File: src/rtl/core/hlt_ram.sv
// Generic single write port RAM with registered read.
module hlt_ram #(
  parameter int WIDTH = 64,
  parameter int WORDS = 8
) (
  input  logic                                   clk,
  input  logic                                   we,
  input  logic [((WORDS > 1) ? $clog2(WORDS) : 1)-1:0] waddr,
  input  logic [WIDTH-1:0]                       wdata,
  input  logic                                   re,
  input  logic [((WORDS > 1) ? $clog2(WORDS) : 1)-1:0] raddr,
  output logic [WIDTH-1:0]                       rdata
);

  logic [WIDTH-1:0] mem [WORDS];

  always_ff @(posedge clk) begin
    if (we) begin
      mem[waddr] <= wdata;
    end
    if (re) begin
      rdata <= mem[raddr];
    end
  end

endmodule

File: config.mk
export PLATFORM = sky130hd
export DESIGN_NAME = hlt_ram
export DESIGN_NICKNAME = d
export VERILOG_FILES = /design/src/rtl/core/hlt_ram.sv
export SDC_FILE = /design/constraint.sdc
export NUM_CORES = 1
export LEC_CHECK = 0
export BUFFER_PORTS_ARGS = -buffer_cell sky130_fd_sc_hd__buf_2
export CAP_MARGIN = 40
export CORE_MARGIN = 4
export CORE_UTILIZATION = 32
export CTS_BUF_LIST = sky130_fd_sc_hd__clkbuf_16
export CTS_CLUSTER_DIAMETER = 150
export DETAILED_ROUTE_END_ITERATION = 10
export PLACE_DENSITY = 0.56
export SLEW_MARGIN = 15
export SYNTH_ARGS = -nofsm -noshare
export SYNTH_HDL_FRONTEND = slang
export SYNTH_SLANG_ARGS = --single-unit
File: constraint.sdc
create_clock -name clk -period 5.1 [get_ports clk]
set_input_delay 0.255 -clock clk [delete_from_list [all_inputs] [get_ports clk]]
set_output_delay 0.255 -clock clk [all_outputs]
set_load 0.01 [all_outputs]
Yosys cells after proc, flatten, opt, wreduce, memory -nomap -nowiden
Memories as Yosys holds them, arrays and structs flattened. A register that Yosys moved wholly into a read port is not among the register bits.
Index checks and enable logic that the tools add are counted.

word-level totals
  input bits = 73
  output and inout port bits = 64
  register bits = 0
  memories kept = 1
  memory bits (writable) = 512
  logic and storage cells = 3

memory list
  memory  depth  width  rd ports  clocked after Yosys merged registers in  write ports  line  text
  mem     8      64     1         1                                        1            15    logic [WIDTH-1:0] mem [WORDS];

operators by class
  muxes and demuxes = 2

operators by type and width
  operator          count
  1-bit 2-to-1 mux  2

Longest topological paths before layout
  depth in word-level cells = 2
  depth in mapped cells = 4
  depth with buffers taken out = 2

Least setup slack after synthesis
Ideal clock, no wire load.

  path type = in2reg
  from = input port waddr[2] (netlist bit)
  to = memory mem[0][0] (enable)
  path slack = -0.251 ns
  arrival = 4.785 ns
  data required time = 4.535 ns
  stages on the path = 2
  buffers on the path = 0
  cell sequence = nand2b_1 -> nor3_1

RTL lines
  item                line  text
  start: declaration  8     input logic [((WORDS > 1) ? $clog2(WORDS) : 1)-1:0] waddr,
  end: declaration    15

Straight into the memory's write port.

==> flow_summary_export.csv <==
group,metric,value,unit
timing,drv_slew,0,
worst_setup_path,critPathMaxFanout,73,
cts,clkTransAtPathRegs,0.06,ns
timing,clock_skew,0.0181,ns
grt,track_usage,0.126,
worst_setup_path,max_stage_delay,0.58,ns
worst_setup_path,crit_arrival,2.27,ns
route,detail-route-antenna-nets,0,
yosys,async_flop_share,0,
floorplan,ios,137,
worst_setup_path,critPathBufInv,2,
cts,post_cts_buffers,0,
worst_setup_path,critPathCaptureType,"register",
floorplan,die_h,265,um
yosys,ys_seq_area_frac,0.816,
route,drc,0,
route,wirelength,44500,um
yosys,synth_common_cells,"edfxtp_1, mux4_2, mux2_2, buf_6",
timing,fmax,0.518,GHz
yosys,yosysWarnings,0,
grt,antenna_found_initial,3,
worst_setup_path,start_kind,"primary input",
yosys,avgSynthCellArea,26.0,sq um
cts,htreeDepth,2,
layout,nets,1134,
yosys,syn-cell-area,0.0212,sq mm
route,vias,9219,
timing,setup_violations,0,
placed_design,dp_hpwl,23900,um
yosys,synth_area_leaders,"edfxtp_1, mux4_2, mux2_2, buf_6, buf_1",
timing,hold_viol_final,0,
worst_setup_path,cp_slowest_cell,"buf_8",
yosys,synth-main-ff-cell,"edfxtp_1",
timing,slew_headroom,0.369,
layout,syn2layout_area_growth,20.8,%
cts,cts_buffers,56,
yosys,yosysMostFrequentCell,"edfxtp_1",
cts,cts_buffer_depth,3,
floorplan,start_util,0.322,
yosys,synth_compound_area_frac,0,
yosys,synth_nets,889,
cts,clock_latency,0.60,ns
yosys,muxShareOfSynthArea,0.170,
yosys,syn_inst,816,
placed_design,gp_congestion,0.688,
worst_setup_path,path_cells,"buf_8 -> buf_4 -> mux4_2 -> mux2_2",
hold_path,min_path_type,"in -> reg",
grt,grt_max_degree,74,
yosys,synthXorXnorAreaFrac,0,
worst_setup_path,critPathKind,"in -> reg",
cts,clock-sinks,576,
route,avgViaCountPerCell,4.67,
grt,grt_pass1_wl,66800,um
route,drt_iter0_markers,575,
floorplan,die_area,0.0704,sq mm
flow_run,cap_violations,0,
timing,tightest_slew,0.947,ns
yosys,ys_ff_latch,576,
worst_setup_path,critical-path-top-delay-family,"buffers and inverters",
timing,finalSetupTns,0,ns
route,drt_pass1_iterations,4,
worst_setup_path,worstPathRequired,5.44,ns
timing,finalCritPeriodShare,0.378,
timing,rsz0062_at_grt,"false",
power_and_ir_drop,p_leak,8.27,nW
yosys,synth_top_family_by_area,"multiplexers",
floorplan,rows,94,
yosys,synth_top_area_cell,"edfxtp_1",
layout,drive_gt1_frac,0.398,
placed_design,io_buffer_count,136,
cts,cts_root_buffer,"clkbuf_16",
timing,fin_crit,1.93,ns
floorplan,die_w,265,um
grt,grt_overflow,0,
cts,cts_tree,"built",
yosys,synth_top_area_frac,0.816,
power_and_ir_drop,power_density,394,mW/mm^2
yosys,synth.distinct_cells,12,
layout,post-route-util,0.389,
grt,first_global_vias,10083,
yosys,synth-edff-count,576,
run_status,status,"finished clean",
floorplan,core-area,0.0657,sq mm
yosys,synth-adder-area-share,0,
power_and_ir_drop,vdd_drop_max,0.000231,V
yosys,yosys.area_share.simple,0.00278,
route,routedWlPerCell,22.6,um
[cell usage in the layout, fill, tap and decap left out]
cell           synthesis  layout
buf_12                 0       7
nor2_4                 0       6
buf_16                 0       4
nand2_1                2       2
mux4_2               128     128
diode_2                0       2
clkinv_2               0      15
clkinv_4               0       1
buf_2                  3     132
clkbuf_16              0      56
clkinv_8               0       1
edfxtp_1             576     576
bufinv_16              0       7
inv_6                  0       2
inv_1                  0       7
mux2_2                64      64
buf_8                  0       1
clkinv_1               0      13
buf_4                  3      12
buf_6                 11       1
dlygate4sd3_1          0      65
nor3_4                 0       2
nand2b_1               3       3
clkinvlp_4             0       1
[path summary, 6_finish.rpt]
kind | from | to | slack, ns | cells past startpoint
worst min-delay path | waddr[0] | mem[4][26] | 0.13 | 2
worst max-delay path | raddr[0] | rdata[23] | 3.17 | 4
worst min register to register | mem[2][34] | rdata[34] | 0.75 | 2
worst max register to register | mem[5][45] | rdata[45] | 3.69 | 2
[layout make-up]
class / instances / area, sq um
antenna: 2 / 5.00
clock buffer: 56 / 1400
clock inverter: 47 / 410
fill: 5814 / 40100
multi-input combinational: 205 / 3730
sequential: 576 / 17300
tap: 864 / 1080
timing repair buffer: 222 / 1680
[what timing repair did]
action                    CTS  global route
hold endpoints to repair  521             0
hold buffers               65             0
resized for setup           0             0
[registers in the layout (all words and copies together), names as in the netlist]
name	flops
mem	512
rdata	64
[logic make-up (layout without fill, tap and decap cells)]
kind of cell / Yosys count / count (layout)
DFF: 576 / 576
muxes: 192 / 192
buffers and inverters: 35 / 325
and+or+nand+nor: 13 / 13
other: 0 / 2
[layer usage]
metal  wire [um]  vias up  GRT usage  share of wire
met5           0        -          0              0
met4         707        0     0.0280          0.016
met3        2140       54     0.0273          0.048
met2       22300      175      0.212           0.50
met1       19400     4985      0.170           0.43
li1            -     4005          -              -
[stage by stage]
stage	hold WS (ns)	worst slack (ns)	cell area, sq um	std cells	power, mW
global placement	0.521	2.47	23000	1798	6.07
detailed placement	0.524	2.45	23100	1802	6.09
floorplan	0.354	1.47	21200	816	5.85
CTS	0.0934	3.09	25600	1970	10.2
finish	0.135	3.17	25600	1972	10.1
global route	0.123	2.99	25600	1970	10.5
[power breakdown]
part	switching (mW)	internal, mW
Combinational	0.290	0.270
Sequential	0.0484	5.41
Clock	1.73	2.35
Total	2.07	8.03
Note: power is estimated with default switching activity, not from simulation.
