File: src/rtl/core/hlt_pkg.sv
// Shared types and constants of the held lock tracker.
package hlt_pkg;

  localparam int CPUS_DEF   = 8;
  localparam int DEPTH_DEF  = 32;
  localparam int ADDR_W     = 64;
  localparam int CPU_W      = 3;
  localparam int CNT_OUT_W  = 6;
  // wide enough for any count up to the largest list depth
  localparam int CNT_MAX_W  = 9;

  typedef logic [ADDR_W-1:0]    addr_t;
  typedef logic [CPU_W-1:0]     cpu_t;
  typedef logic [CNT_OUT_W-1:0] cnt_out_t;
  typedef logic [CNT_MAX_W-1:0] cnt_t;

  typedef enum logic [0:0] {
    CMD_ACQUIRE = 1'b0,
    CMD_RELEASE = 1'b1
  } cmd_e;

  typedef enum logic [1:0] {
    ST_IDLE,
    ST_READ,
    ST_SWEEP,
    ST_DONE
  } state_e;

  // broadcast to every cell for the duration of one sweep
  typedef struct packed {
    cmd_e  cmd;
    addr_t addr;
    cnt_t  count;
  } sweep_ctl_t;

  // handed from one cell to the next
  typedef struct packed {
    logic tok;
    logic hit;
  } link_t;

endpackage

File: src/rtl/core/hlt_ram.sv
// Generic single write port RAM with registered read.
module hlt_ram #(
  parameter int WIDTH = 64,
  parameter int WORDS = 8
) (
  input  logic                                   clk,
  input  logic                                   we,
  input  logic [((WORDS > 1) ? $clog2(WORDS) : 1)-1:0] waddr,
  input  logic [WIDTH-1:0]                       wdata,
  input  logic                                   re,
  input  logic [((WORDS > 1) ? $clog2(WORDS) : 1)-1:0] raddr,
  output logic [WIDTH-1:0]                       rdata
);

  logic [WIDTH-1:0] mem [WORDS];

  always_ff @(posedge clk) begin
    if (we) begin
      mem[waddr] <= wdata;
    end
    if (re) begin
      rdata <= mem[raddr];
    end
  end

endmodule

File: src/rtl/core/hlt_cell.sv
// One list slot for every CPU: compare, shift-down and append as the token passes.
module hlt_cell #(
  parameter int CPUS  = hlt_pkg::CPUS_DEF,
  parameter int INDEX = 0
) (
  input  logic                                 clk,
  input  logic                                 rst,
  input  hlt_pkg::sweep_ctl_t                  ctl,
  input  logic [((CPUS > 1) ? $clog2(CPUS) : 1)-1:0] cpu_idx,
  input  logic                                 rd_en,
  input  logic [((CPUS > 1) ? $clog2(CPUS) : 1)-1:0] rd_addr,
  input  hlt_pkg::link_t                       link_in,
  input  hlt_pkg::addr_t                       nbr_data,
  output hlt_pkg::link_t                       link_out,
  output hlt_pkg::addr_t                       data
);

  localparam hlt_pkg::cnt_t SLOT = hlt_pkg::cnt_t'(INDEX);

  logic           occupied;
  logic           here;
  logic           hit;
  logic           we;
  hlt_pkg::addr_t wdata;

  always_comb begin
    occupied = SLOT < ctl.count;
    here     = link_in.tok && occupied && (data == ctl.addr);
    hit      = link_in.hit || here;
    we       = 1'b0;
    wdata    = ctl.addr;
    if (link_in.tok) begin
      unique case (ctl.cmd)
        hlt_pkg::CMD_ACQUIRE: begin
          // append into the first free slot
          we    = (SLOT == ctl.count);
          wdata = ctl.addr;
        end
        hlt_pkg::CMD_RELEASE: begin
          // pull the upper neighbor down once the match is at or below
          we    = hit && occupied;
          wdata = nbr_data;
        end
        default: begin
          we    = 1'b0;
          wdata = ctl.addr;
        end
      endcase
    end
  end

  always_ff @(posedge clk) begin
    if (rst) begin
      link_out <= '0;
    end else begin
      link_out.tok <= link_in.tok;
      link_out.hit <= hit;
    end
  end

  hlt_ram #(
    .WIDTH (hlt_pkg::ADDR_W),
    .WORDS (CPUS)
  ) u_slot_ram (
    .clk   (clk),
    .we    (we),
    .waddr (cpu_idx),
    .wdata (wdata),
    .re    (rd_en),
    .raddr (rd_addr),
    .rdata (data)
  );

endmodule
File: config.mk
export PLATFORM = sky130hd
export DESIGN_NAME = hlt_cell
export DESIGN_NICKNAME = d
export VERILOG_FILES = /design/src/rtl/core/hlt_pkg.sv /design/src/rtl/core/hlt_ram.sv /design/src/rtl/core/hlt_cell.sv
export SDC_FILE = /design/constraint.sdc
export NUM_CORES = 1
export LEC_CHECK = 0
export BUFFER_PORTS_ARGS = -buffer_cell sky130_fd_sc_hd__buf_2
export CORE_MARGIN = 2
export CORE_UTILIZATION = 28
export CTS_CLUSTER_SIZE = 10
export DETAILED_ROUTE_END_ITERATION = 6
export PLACE_DENSITY = 0.42
export SLEW_MARGIN = 10
export SYNTH_ARGS = -nofsm -noshare
export SYNTH_HDL_FRONTEND = slang
export SYNTH_SLANG_ARGS = --single-unit
File: constraint.sdc
create_clock -name clk -period 12.9 [get_ports clk]
set_clock_uncertainty 0.2 [all_clocks]
set_input_delay 3.225 -clock clk [delete_from_list [all_inputs] [get_ports clk]]
set_output_delay 3.225 -clock clk [all_outputs]
set_load 0.01 [all_outputs]
**Yosys cells after proc, flatten, opt, wreduce, memory -nomap -nowiden**

Memory sizes are Yosys's and may differ from the RTL's. A register that Yosys moved wholly into a read port is not among the register bits.
Cells that the tools add are included.

- Bits in registers: 2
- Word-level logic and storage cells: 17
- Output and inout port bits: 66
- Memories kept: 1
- Input port bits: 149
- Bits in writable memories: 512

Memory list:

| memory | words | bits a word | rd ports | clocked after memory_dff | wr ports | RTL line | source |
|---|---|---|---|---|---|---|---|
| u_slot_ram.mem | 8 | 64 | 1 | 1 | 1 | hlt_ram.sv:15 | `logic [WIDTH-1:0] mem [WORDS];` |

- Equal/unequal tests: 1
- Muxes and demuxes: 6
- Magnitude comparators: 1
- Reductions and logical operators: 5
- Bitwise gates (word level): 1

Operator list:

| cell | count |
|---|---|
| 64-bit one-hot mux with 2 select lines | 1 |
| 64-bit equality test | 1 |
| 64-bit two-way mux | 1 |
| 9-bit logical NOT | 1 |
| 1-bit by 9-bit < comparator with 1-bit output, first input constant | 1 |
| 1-bit logical AND | 3 |
| 1-bit two-way mux | 3 |
| 1-bit one-hot mux with 2 select lines | 1 |
| 1-bit logical OR | 1 |
| 1-bit NOT | 1 |

**Logic depth before layout (Yosys ltp)**

Gate-level depths: netlist (run 1).

- Word-level depth: 9
- Depth in mapped cells: 6
- Depth with buffers taken out: 5

**Hierarchy**

Synthesis (run 1) repeated with hierarchy kept, for this count alone.

- Cells, all modules: 1,011
- Area, all modules: 22,887.0 um2

By module, submodules not included:

| module | cells each | area an instance (um2) | instances | sequential area each (um2) |
|---|---|---|---|---|
| hlt_ram | 816 | 21,187.8 | 1 | 17,296.6 |
| hlt_cell | 195 | 1,699.1 | 1 | 40.0 |

**Least setup slack after synthesis (run 1)**

OpenSTA, ideal clock, no wires.

- Path kind: input to register
- From: in ctl[37] (netlist bit)
- To: mem u_slot_ram.mem[0][0], enable pin
- Stages on the path: 5
- Library setup time: 0.575 ns
- Arrival: 8.982 ns
- Setup slack: 3.144 ns
- Required time: 12.125 ns
- Cells stage by stage: nor2b_1 a2111o_1 nor4_2 nand4_1 o21ai_0

- Cells in the longest elaborated chain, start to end: 8

Ends and longest elaborated chain:

| item | RTL line | source |
|---|---|---|
| start, declared | hlt_cell.sv:8 | `input hlt_pkg::sweep_ctl_t ctl,` |
| 64-bit equality test | hlt_cell.sv:28 | `here = link_in.tok && occupied && (data == ctl.addr);` |
| 1-bit logical AND | hlt_cell.sv:28 |  |
| 1-bit logical OR | hlt_cell.sv:29 | `hit = link_in.hit \|\| here;` |
| 1-bit logical AND | hlt_cell.sv:41 | `we = hit && occupied;` |
| 1-bit one-hot mux with 2 select lines | hlt_cell.sv:33 | `unique case (ctl.cmd)` |
| 1-bit two-way mux | hlt_cell.sv:32 | `if (link_in.tok) begin` |
| 1-bit two-way mux | hlt_ram.sv:18 | `if (we) begin` |
| 1-bit two-way mux (not written as such) | hlt_ram.sv:19 | `mem[waddr] <= wdata;` |
| end, declared | hlt_ram.sv:15 |  |

No other way between the ends.

**Worst setup path in the final report (run 1)**

- From: in ctl[32] (netlist bit)
- To: mem u_slot_ram.mem[0][48], enable pin

The elaborated chain is that of the path after synthesis.

==> implementation parameters, run 1 <==
Parameter                              Value

Detailed routing
  Drt initial violations    roughly 900
  Drt wl/cell    26.4 µm
  Number of nets still failing antenna checks after routing    0
  Drc violations    0
  Routed WL    63.6 mm
  DR vias/cell    4.68
  Total via count after detailed routing    roughly 11000
  DR pass1 iterations    5

Timing
  Period utilization    56.2%
  Actual transition at the worst max-transition pin    roughly 1200 ps
  Slew margin rel.    16.6%
  Minimum clock period    7250 ps
  Total count of max-transition violations in the final report    0
  Setup repair after global routing missed its margin    no
  Setup Viol. Count Final    0
  Number of hold-slack violations in the final timing report    0
  Post-route setup TNS    0 ps
  Fmax    138 MHz

Setup path
  WS Path Type    input pin to register
  Reg2reg end    u_slot_ram.mem[0][48]$_DFFE_PP_
  Library cell contributing the largest single delay on the critical path    o21ai_4
  Kind of cell with the highest combined delay on the critical path    simple AND/OR/NAND/NOR gates
  CP Data Arrival Time    7260 ps
  CP endpoint kind    register
  Crit path top cell by count    nand4_1
  Delay of the slowest cell on the worst path    ~1100 ps
  Largest driver fanout on the critical path    43
  Worst endpoint required time    12900 ps
  Worst R2R Start    u_slot_ram.rdata[49]$_DFFE_PP_
  Number of cells traversed by the worst register-to-register path    6
  Critical path buffers and inverters    2
  Register-to-register path setup slack    7940 ps
  Chain of cells forming the critical path    buf_2, xnor2_1, nand4_1, nor4_1, nand4_1, o21ai_4, buf_4
  Critical Path Source Type    input pin

Die
  Horizontal extent of the die    291 µm
  I/O Pins    215
  Vertical extent of the die    291 µm
  Rows    around 110
  Core region area    81700 µm²
  Area of the die    roughly 84000 µm²
  Initial cell density of the core    28.1%

Global routing
  GR Util All Layers    between 10% and 20%
  Via count of the first global-routing pass    between 10000 and 15000
  Number of antenna violations at the first check in global routing    3
  Highest-utilization routing layer at the global route stage    met2
  GR met2 Demand/Resource    roughly a quarter
  GR Util met3    2.87%
  Total gr overflow    0
  Routing usage on met1    21.2%
  Pin count of the biggest net entering global routing    between 70 and 80
  Global-route wire length before repair    90.5 mm

Finish
  Most common library cell in the layout ignoring fill and taps    edfxtp_1
  Share of layout cells above drive strength 1    ~43%
  Final layout net count    between 1000 and 1500
  Post-layout util    about a third
  Most frequent cells in the layout    edfxtp_1, buf_2, mux4_2
  Area added between synthesis and finish    19.0%

Logic synthesis
  Syn. warnings    0
  Leading post-synthesis cells by cell area    edfxtp_1, mux4_2, mux2_2
  Average instance area after synthesis    21.7 µm²
  Most area-hungry cell type in the Yosys netlist    edfxtp_1
  Syn Inst Count    1060
  Number of storage elements in the synthesis netlist    578
  Count of different cell masters after synthesis    33
  Total nets after synthesis    1209
  Fraction of synthesized cell area taken by the top area cell type    75.2%
  Share of the yosys chip area belonging to registers    75.4%
  Synth Cell Area    23000 µm²

Power and ir drop
  Part of the total power dissipated in sequential elements    between 50% and 60%
  Share of total power in combinational logic    6.9%
  Internal power    3.25 mW
  Fraction of power spent switching nets    21.6%
  Part of the total power dissipated in the clock network    41.3%
  Sw power    0.893 mW
  VDD IR-drop max    80.9 µV
  P per Cell Area    about 150 nW/µm²
  P_leak    8.78 nW

CTS
  CTS tree    done
  CTS buffer count    slightly below 70
  Number of hold-repair buffers added at the cts stage    0
  Clk sinks    just under 600
  Worst-skew pair later-pin latency    approximately 600 ps
  Deepest clock path buffer count    3
  H-tree levels    3
  Number of gates given a new drive strength after cts    0
  CTS root buf    clkbuf_16
  Post-CTS setup repair buffer count    0
  Clock-pin slew on the worst setup and hold paths    50 ps

Run status
  Result of the run    completed

Min path
  Type of the most critical hold path    register to register
  Instance count along the most critical hold path    2
  Hold Startpoint    u_slot_ram.mem[6][31]$_DFFE_PP_
  Capture endpoint of the worst hold path    u_slot_ram.rdata[31]$_DFFE_PP_

Place
  Port Buffer Count    between 200 and 250
  Gp weighted congestion    0.739
  HPWL after DPL    39.8 mm

Job
  Max-cap viol count    0
layout make-up:
class	count	area (µm²)
multi-input combinational	416	5500
antenna	2	5.00
clock buffer	85	1840
sequential	578	17300
clock inverter	5	50.0
inverter	20	75.1
fill	7751	54300
timing repair buffer	232	1230
tap	1070	1340
power by group through the flow:
stage / Sequential [mW] / Clock [mW] / Combinational, mW
final: 2.14 / 1.71 / 0.286
after global routing: 2.15 / 1.82 / 0.310
after CTS: 2.14 / 1.77 / 0.295
after detailed placement: 2.18 / 0 / 0.294
after global placement: 2.18 / 0 / 0.293
after floorplan: 2.18 / 0 / 0.149
cells in the mapped netlist (all sizes together):
cell,n
edfxtp,576
mux4,128
mux2,120
xnor2,38
clkbuf,31
nor2b,24
inv,20
nand4,19
o21ai,16
buf,15
nand2,12
nand2b,9
nor4,8
a2111o,7
nor3,7
o22ai,6
nand3,5
nor2,3
dfxtp,2
o2111ai,2
o221ai,2
or4,2
a21boi,1
and2,1
nand4b,1
o2bb2ai,1
o311ai,1
o31ai,1
or2,1
or3,1
layer usage:
layer	wire length, µm	share of wire [%]	vias to the layer above
met5	23	0.036	-
met4	1290	2.0	4
met3	3150	5.0	75
met2	29700	47	326
met1	29400	46	5948
li1	-	-	4911
metrics by stage:
step | setup slack [ps] | area [µm²] | total power, mW | instances | hold slack, ps
after floorplan | 3140 | 23000 | 2.33 | 1060 | 532
after global placement | 4960 | 25500 | 2.47 | 2316 | 541
after detailed placement | 4890 | 25500 | 2.48 | 2316 | 546
after CTS | 5500 | 27400 | 4.20 | 2406 | 560
after global routing | 5360 | 27400 | 4.28 | 2406 | 573
final | 5650 | 27400 | 4.14 | 2408 | 556
sequential cells by signal, indices dropped and copies added (netlist names):
register and flops:
link_out 2, u_slot_ram.mem 512, u_slot_ram.rdata 64
how the worst max path moves through the flow:
stage,from,end,cells after the start
2_1_floorplan,ctl[37],u_slot_ram.mem[0][0]$_DFFE_PP_,5
3_3_place_gp,ctl[29],u_slot_ram.mem[0][55]$_DFFE_PP_,7
3_5_place_dp,ctl[58],u_slot_ram.mem[0][55]$_DFFE_PP_,7
4_1_cts,ctl[58],u_slot_ram.mem[0][33]$_DFFE_PP_,7
5_1_grt,ctl[29],u_slot_ram.mem[1][52]$_DFFE_PP_,7
6_report,ctl[32],u_slot_ram.mem[0][48]$_DFFE_PP_,7
tightest hold or removal path: stages, from the launching register on:
cell,delay [ps]
edfxtp_1,320
mux4_2,210
mux2_2,140
cells by family (layout without fill, tap and decap cells):
kind of cell              count (synthesis)  count (layout)  synth area share [%]
DFF                                     578             578                  75.4
muxes                                   248             248                  18.4
and+or+nand+nor                          93              93                  2.41
buffers and inverters                    66             342                  1.15
xor gates and xnor gates                 38              38                  1.45
AOI/OAI and AO/OA                        37              37                  1.22
other                                     0               2                     0
(Power assumes the default switching activity.)
==> inputs of run 2 (changes only) <==
==> constraint.sdc (replaced) <==
create_clock -name clk -period 7.4 [get_ports clk]
set_clock_uncertainty 0.2 [all_clocks]
set_input_delay 1.85 -clock clk [delete_from_list [all_inputs] [get_ports clk]]
set_output_delay 1.85 -clock clk [all_outputs]
set_load 0.01 [all_outputs]
==> run 2 against run 1 <==
Compared with the run above: first-iteration DRC count is 1.4% lower; sequential share of layout area hardly changed; count of clock-buffer cells in the layout is 11 lower; cell count hardly changed; via count hardly changed; combinational power is 73% higher; worst setup slack worse by 3200 ps; critical path depth is 1 higher; non-clock buffer count is 7 higher; sequential power is 74% higher; highest routed layer unchanged.
==> implementation parameters, run 2 (synthesis gave the netlist of run 1 again) <==
Parameter                              Value

Power and ir drop
  P per Cell Area    261 nW/µm² (+72%)
  P_leak    8.80 nW (+0.22%)
  VDD IR-drop max    128 µV (+59%)
  Power Total    7.14 mW (+73%)

Run status
  Result of the run    completed

Die
  I/O Pins    215 (unchanged)
  Rows    105 (unchanged)
  Vertical extent of the die    291 µm (unchanged)
  Core region area    81700 µm² (unchanged)
  Area of the die    84500 µm² (unchanged)
  Horizontal extent of the die    291 µm (unchanged)
  Initial cell density of the core    28.1% (unchanged)

Finish
  Non-filler cells in the finished layout    2406 (-0.083%)
  Share of layout cells above drive strength 1    43.3% (+0.56 points)
  Most frequent cells in the layout    edfxtp_1, buf_2, mux4_2
  Most common library cell in the layout ignoring fill and taps    edfxtp_1
  Total area of multi-input combinational cells    5500 µm² (unchanged)
  Registers with the most flip-flops    u_slot_ram.mem: 512 flops, u_slot_ram.rdata: 64 flops, link_out: 2 flops
  Register containing the most flip-flops in the final layout    u_slot_ram.mem
  Area taken by flip-flops and latches    17300 µm² (unchanged)
  Area added between synthesis and finish    19.1% (about the same)
  Final layout net count    1472 (+0.41%)
  Fillers    7757 (+0.077%)
  Flip-flop count of the largest register, all copies and words added    512 (unchanged)

Setup path
  Delay of the slowest cell on the worst path    850 ps (-230 ps)
  Register-to-register path setup slack    3450 ps (-4490 ps)
  Number of cells traversed by the worst register-to-register path    7 (+1)
  Reg2reg end    u_slot_ram.mem[0][2]$_DFFE_PP_
  Startpoint of the most critical setup path    ctl[18]
  Worst endpoint required time    7450 ps (-5450 ps)
  WS Path Type    input pin to register
  Critical Path Source Type    input pin
  Library cell contributing the largest single delay on the critical path    xnor2_1
  Crit path to    u_slot_ram.mem[0][2]$_DFFE_PP_
  Chain of cells forming the critical path    buf_2, xnor2_1, nand4_1, nor4_1, nand4_1, buf_4, o21ai_4, buf_4
  CP endpoint kind    register
  Largest driver fanout on the critical path    19 (-56%)
  CP Data Arrival Time    4990 ps (-2270 ps)
  Worst R2R Start    u_slot_ram.rdata[9]$_DFFE_PP_

CTS
  Number of hold-repair buffers added at the cts stage    0 (unchanged)
  CTS root buf    clkbuf_16
  CTS buffer count    68 (-1.4%)
  Deepest clock path buffer count    3 (unchanged)
  Clk sinks    578 (unchanged)
  Clock-pin slew on the worst setup and hold paths    50 ps (about the same)
  H-tree levels    3 (unchanged)
  Number of gates given a new drive strength after cts    0 (unchanged)
  CTS tree    done
  Post-CTS setup repair buffer count    0 (unchanged)
  Worst-skew pair later-pin latency    590 ps (about the same)

Timing
  Actual transition at the worst max-transition pin    1080 ps (-155 ps)
  Fmax    203 MHz
  Setup repair after global routing missed its margin    no
  Number of hold-slack violations in the final timing report    0 (unchanged)
  Minimum clock period    4930 ps
  Setup Viol. Count Final    0 (unchanged)
  Post-route setup TNS    0 ps (unchanged)
  Total count of max-transition violations in the final report    0 (unchanged)
  Slew margin rel.    27.3% (+11 points)
  Period utilization    roughly two thirds

Detailed routing
  DR pass1 iterations    4 (-1)
  Total via count after detailed routing    11300 (-0.053%)
  Drt wl/cell    25.8 µm (-2.3%)
  DR vias/cell    4.68 (about the same)
  Routed WL    62.1 mm (-2.3%)
  Number of nets still failing antenna checks after routing    0 (unchanged)
  Drt initial violations    892 (-1.4%)
  Drc violations    0 (unchanged)

Global routing
  GR Util All Layers    14.6% (-0.45 points)
  Pin count of the biggest net entering global routing    63 (-19%)
  Total gr overflow    0 (unchanged)
  Via count of the first global-routing pass    11700 (-2.5%)
  Global-route wire length before repair    87.6 mm (-3.1%)
  Number of antenna violations at the first check in global routing    4 (+1)

Place
  Gp weighted congestion    0.756 (+2.2%)
  Port Buffer Count    214 (unchanged)
  Number of placed cells counting well taps    2323 (+0.30%)
  HPWL after DPL    40.0 mm (+0.37%)

Min path
  Type of the most critical hold path    register to register

Job
  Max-cap viol count    0 (unchanged)
==> run 2: changes by cell type in the layout (fill, tap and decap cells not counted) <==
cell,change
clkbuf_1,-9
buf_4,+5
buf_12,+2
bufinv_16,-1
clkbuf_16,-1
clkbuf_8,-1
clkinv_1,+1
clkinv_8,+1
diode_2,-1
inv_16,+1
inv_6,+1
==> run 2: final cells by class <==
cell class | count | area share [%]
Antenna cell | 1 | 0.00913
Clock inverter | 8 | 0.251
Inverter | 20 | 0.274
Sequential cell | 578 | 63.3
Timing Repair Buffer | 239 | 4.76
Tap cell | 1070 | 4.89
Clock buffer | 74 | 6.45
Multi-Input combinational cell | 416 | 20.1
==> run 2: worst min-delay path by stage <==
stage | slack (ps) | end | cells past startpoint | from
floorplan | 530 | u_slot_ram.rdata[0]$_DFFE_PP_ | 2 | u_slot_ram.mem[6][0]$_DFFE_PP_
global placement | 540 | u_slot_ram.rdata[1]$_DFFE_PP_ | 2 | u_slot_ram.mem[7][1]$_DFFE_PP_
detailed placement | 540 | u_slot_ram.rdata[45]$_DFFE_PP_ | 2 | u_slot_ram.mem[6][45]$_DFFE_PP_
CTS | 550 | u_slot_ram.rdata[45]$_DFFE_PP_ | 2 | u_slot_ram.mem[6][45]$_DFFE_PP_
global route | 570 | u_slot_ram.rdata[25]$_DFFE_PP_ | 2 | u_slot_ram.mem[6][25]$_DFFE_PP_
finish | 550 | u_slot_ram.rdata[45]$_DFFE_PP_ | 2 | u_slot_ram.mem[6][45]$_DFFE_PP_
==> run 2: metal layers <==
layer | up-vias | share of wire (%) | GRT usage [%]
li1 | 4917 | - | -
met1 | 5965 | 46 | 20.5
met2 | 302 | 47 | 22.9
met3 | 72 | 5.4 | 3.30
met4 | 2 | 1.6 | 3.75
met5 | - | 0.016 | 0
==> run 2: where the power goes <==
group | total [mW] | internal [mW] | switching, mW
sequential | 3.73 | 3.70 | 0.0339
clock | 2.91 | 1.68 | 1.23
combinational | 0.495 | 0.201 | 0.294
total | 7.14 | 5.58 | 1.56
==> run 2: through the flow <==
step	hold WS [ps]	util [%]	instance area [µm²]	setup slack [ps]
detailed placement	543	31.3	25600	1540
finish	548	33.5	27400	2470
global route	573	33.5	27400	2190
floorplan	532	-	23000	738
CTS	553	33.5	27400	2170
global placement	540	31.3	25600	1570
==> run 2: worst max-delay path: cells and delay by family <==
family	cells	cell delay [ps]
buf+inv	3	790
simple gates	3	880
compound gates	1	590
xor+xnor	1	850
==> inputs of run 3 (changes only) <==
==> constraint.sdc (replaced) <==
create_clock -name clk -period 5 [get_ports clk]
set_clock_uncertainty 0.2 [all_clocks]
set_input_delay 1.25 -clock clk [delete_from_list [all_inputs] [get_ports clk]]
set_output_delay 1.25 -clock clk [all_outputs]
set_load 0.01 [all_outputs]
==> run 3 against run 2 <==
Compared with the run above: non-clock buffer count grew 10; core utilization grew 0.37 points; cell area grew 1.1%; via count grew 1.1%; critical endpoint is now u_slot_ram.mem[4][14]$_DFFE_PP_; largest cell class unchanged; highest routed layer unchanged.
==> implementation parameters, run 3 (synthesis gave the netlist of run 1 again) <==
Parameter                              Value

Detailed routing
  DR pass1 iterations    4 (unchanged)
  Drt initial violations    907 (+1.7%)
  DR vias/cell    4.69 (+0.17%)
  DR top layer    met5
  Met2 wire length    30.6 mm (+5.3%)
  Drc violations    0 (unchanged)
  Number of nets still failing antenna checks after routing    0 (unchanged)
  Total via count after detailed routing    11400 (+1.1%)
  Met1 Wirelength    29.1 mm (+1.3%)
  DR WL met3    2.50 mm (-25%)
  Drt wl/cell    26.1 µm (+1.2%)
  Routed WL    63.4 mm (+2.1%)

Power and ir drop
  Power Total    10.8 mW (+51%)
  P per Cell Area    388 nW/µm² (+49%)
  VDD IR-drop max    217 µV (+69%)
  P_leak    8.93 nW (+1.5%)

Finish
  Area taken by flip-flops and latches    17300 µm² (unchanged)
  Fillers    7741 (-0.21%)
  Registers with the most flip-flops    u_slot_ram.mem: 512 flops, u_slot_ram.rdata: 64 flops, link_out: 2 flops
  Total area of multi-input combinational cells    5500 µm² (unchanged)
  Flip-flop count of the largest register, all copies and words added    512 (unchanged)
  Post-layout util    33.9% (+0.37 points)
  Share of layout cells above drive strength 1    43.7% (+0.40 points)
  Most frequent cells in the layout    edfxtp_1, buf_2, mux4_2
  Register containing the most flip-flops in the final layout    u_slot_ram.mem
  Cell area after layout    27700 µm² (+1.1%)
  Area added between synthesis and finish    20.4%
  Final layout net count    1483 (+0.75%)
  Most common library cell in the layout ignoring fill and taps    edfxtp_1

Global routing
  Pin count of the biggest net entering global routing    57 (-9.5%)
  GR Util All Layers    15.0% (+0.43 points)
  Number of antenna violations at the first check in global routing    3 (-1)
  Global-route wire length before repair    90.7 mm (+3.5%)
  Via count of the first global-routing pass    12200 (+3.7%)
  Total gr overflow    0 (unchanged)

Timing
  Actual transition at the worst max-transition pin    1120 ps (+41.2 ps)
  Slew margin rel.    24.3% (-3.0 points)
  Total count of max-transition violations in the final report    0 (unchanged)
  Setup Viol. Count Final    0 (unchanged)
  Period utilization    79.3%
  Fmax    252 MHz
  Post-route setup TNS    0 ps (unchanged)
  Minimum clock period    around 4000 ps
  Setup repair after global routing missed its margin    no
  Number of hold-slack violations in the final timing report    0 (unchanged)

Setup path
  WS Path Type    input pin to register
  Worst endpoint required time    5020 ps (-2430 ps)
  Largest driver fanout on the critical path    32 (+13)
  Chain of cells forming the critical path    buf_2, xnor2_1, nand4_1, nor4_1, nand4_1, buf_4, o21ai_4, buf_4
  CP endpoint kind    register
  CP Data Arrival Time    3990 ps (-1000 ps)
  Library cell contributing the largest single delay on the critical path    xnor2_1
  Delay of the slowest cell on the worst path    640 ps (-210 ps)
  Critical Path Source Type    input pin

CTS
  Clock-pin slew on the worst setup and hold paths    50 ps (about the same)
  Number of hold-repair buffers added at the cts stage    0 (unchanged)
  Worst-skew pair later-pin latency    600 ps (about the same)
  Deepest clock path buffer count    3 (unchanged)
  H-tree levels    3 (unchanged)
  Post-CTS setup repair buffer count    0 (unchanged)
  Number of gates given a new drive strength after cts    0 (unchanged)
  CTS tree    done
  CTS buffer count    69 (+1.5%)
  CTS root buf    clkbuf_16
  Clk sinks    578 (unchanged)

Die
  Horizontal extent of the die    291 µm (unchanged)
  Initial cell density of the core    28.1% (unchanged)
  Area of the die    84500 µm² (unchanged)
  Rows    105 (unchanged)
  Core region area    81700 µm² (unchanged)
  I/O Pins    215 (unchanged)
  Vertical extent of the die    291 µm (unchanged)

Place
  HPWL after DPL    40.3 mm (+0.80%)
  Placed standard-cell area    25800 µm² (+0.78%)
  Port Buffer Count    214 (unchanged)
  Gp weighted congestion    0.756 (about the same)

Run status
  Result of the run    completed

Job
  Max-cap viol count    0 (unchanged)

Min path
  Type of the most critical hold path    register to register
run 3: worst paths after layout:
path | endpoint | slack (ps) | start | depth (start not counted)
worst max-delay path | u_slot_ram.mem[4][14]$_DFFE_PP_ | 1030 | ctl[33] | 8
worst min-delay path | u_slot_ram.rdata[39]$_DFFE_PP_ | 540 | u_slot_ram.mem[6][39]$_DFFE_PP_ | 2
worst max register to register | u_slot_ram.mem[4][14]$_DFFE_PP_ | 1390 | u_slot_ram.rdata[24]$_DFFE_PP_ | 7
worst min register to register | u_slot_ram.rdata[39]$_DFFE_PP_ | 540 | u_slot_ram.mem[6][39]$_DFFE_PP_ | 2
run 3: report_power, final:
| group | internal, mW | total, mW | switching [mW] |
|---|---|---|---|
| logic | 0.308 | 0.744 | 0.436 |
| clock network | 2.63 | 4.49 | 1.86 |
| registers | 5.48 | 5.52 | 0.0491 |
run 3: final cells by class:
cell class	instances	area share (%)
inverters	20	0.271
flip-flops and latches	578	62.6
multi-input cells	416	19.9
clock buffers	85	6.68
diodes	1	0.00903
clock inverters	9	0.325
repair buffers	249	5.43
well taps	1070	4.83
run 3: critical path, delay by kind of cell:
| family | cells | cell delay, ps |
|---|---|---|
| buffers and inverters | 3 | 860 |
| AOI/OAI and AO/OA | 1 | 200 |
| xor gates and xnor gates | 1 | 640 |
| and+or+nand+nor | 3 | 970 |
run 3: routing by layer:
layer	vias up	GRT usage (%)
met4	4	4.36
li1	4942	-
met5	-	0
met3	66	2.51
met2	279	24.6
met1	6089	20.6
run 3: per-stage QoR:
stage               setup slack (ps)  hold slack, ps  cells
global placement                 406             541   2333
finish                          1030             540   2428
floorplan                        136             532   1060
detailed placement               356             547   2333
CTS                              984             543   2427
global route                     911             563   2427
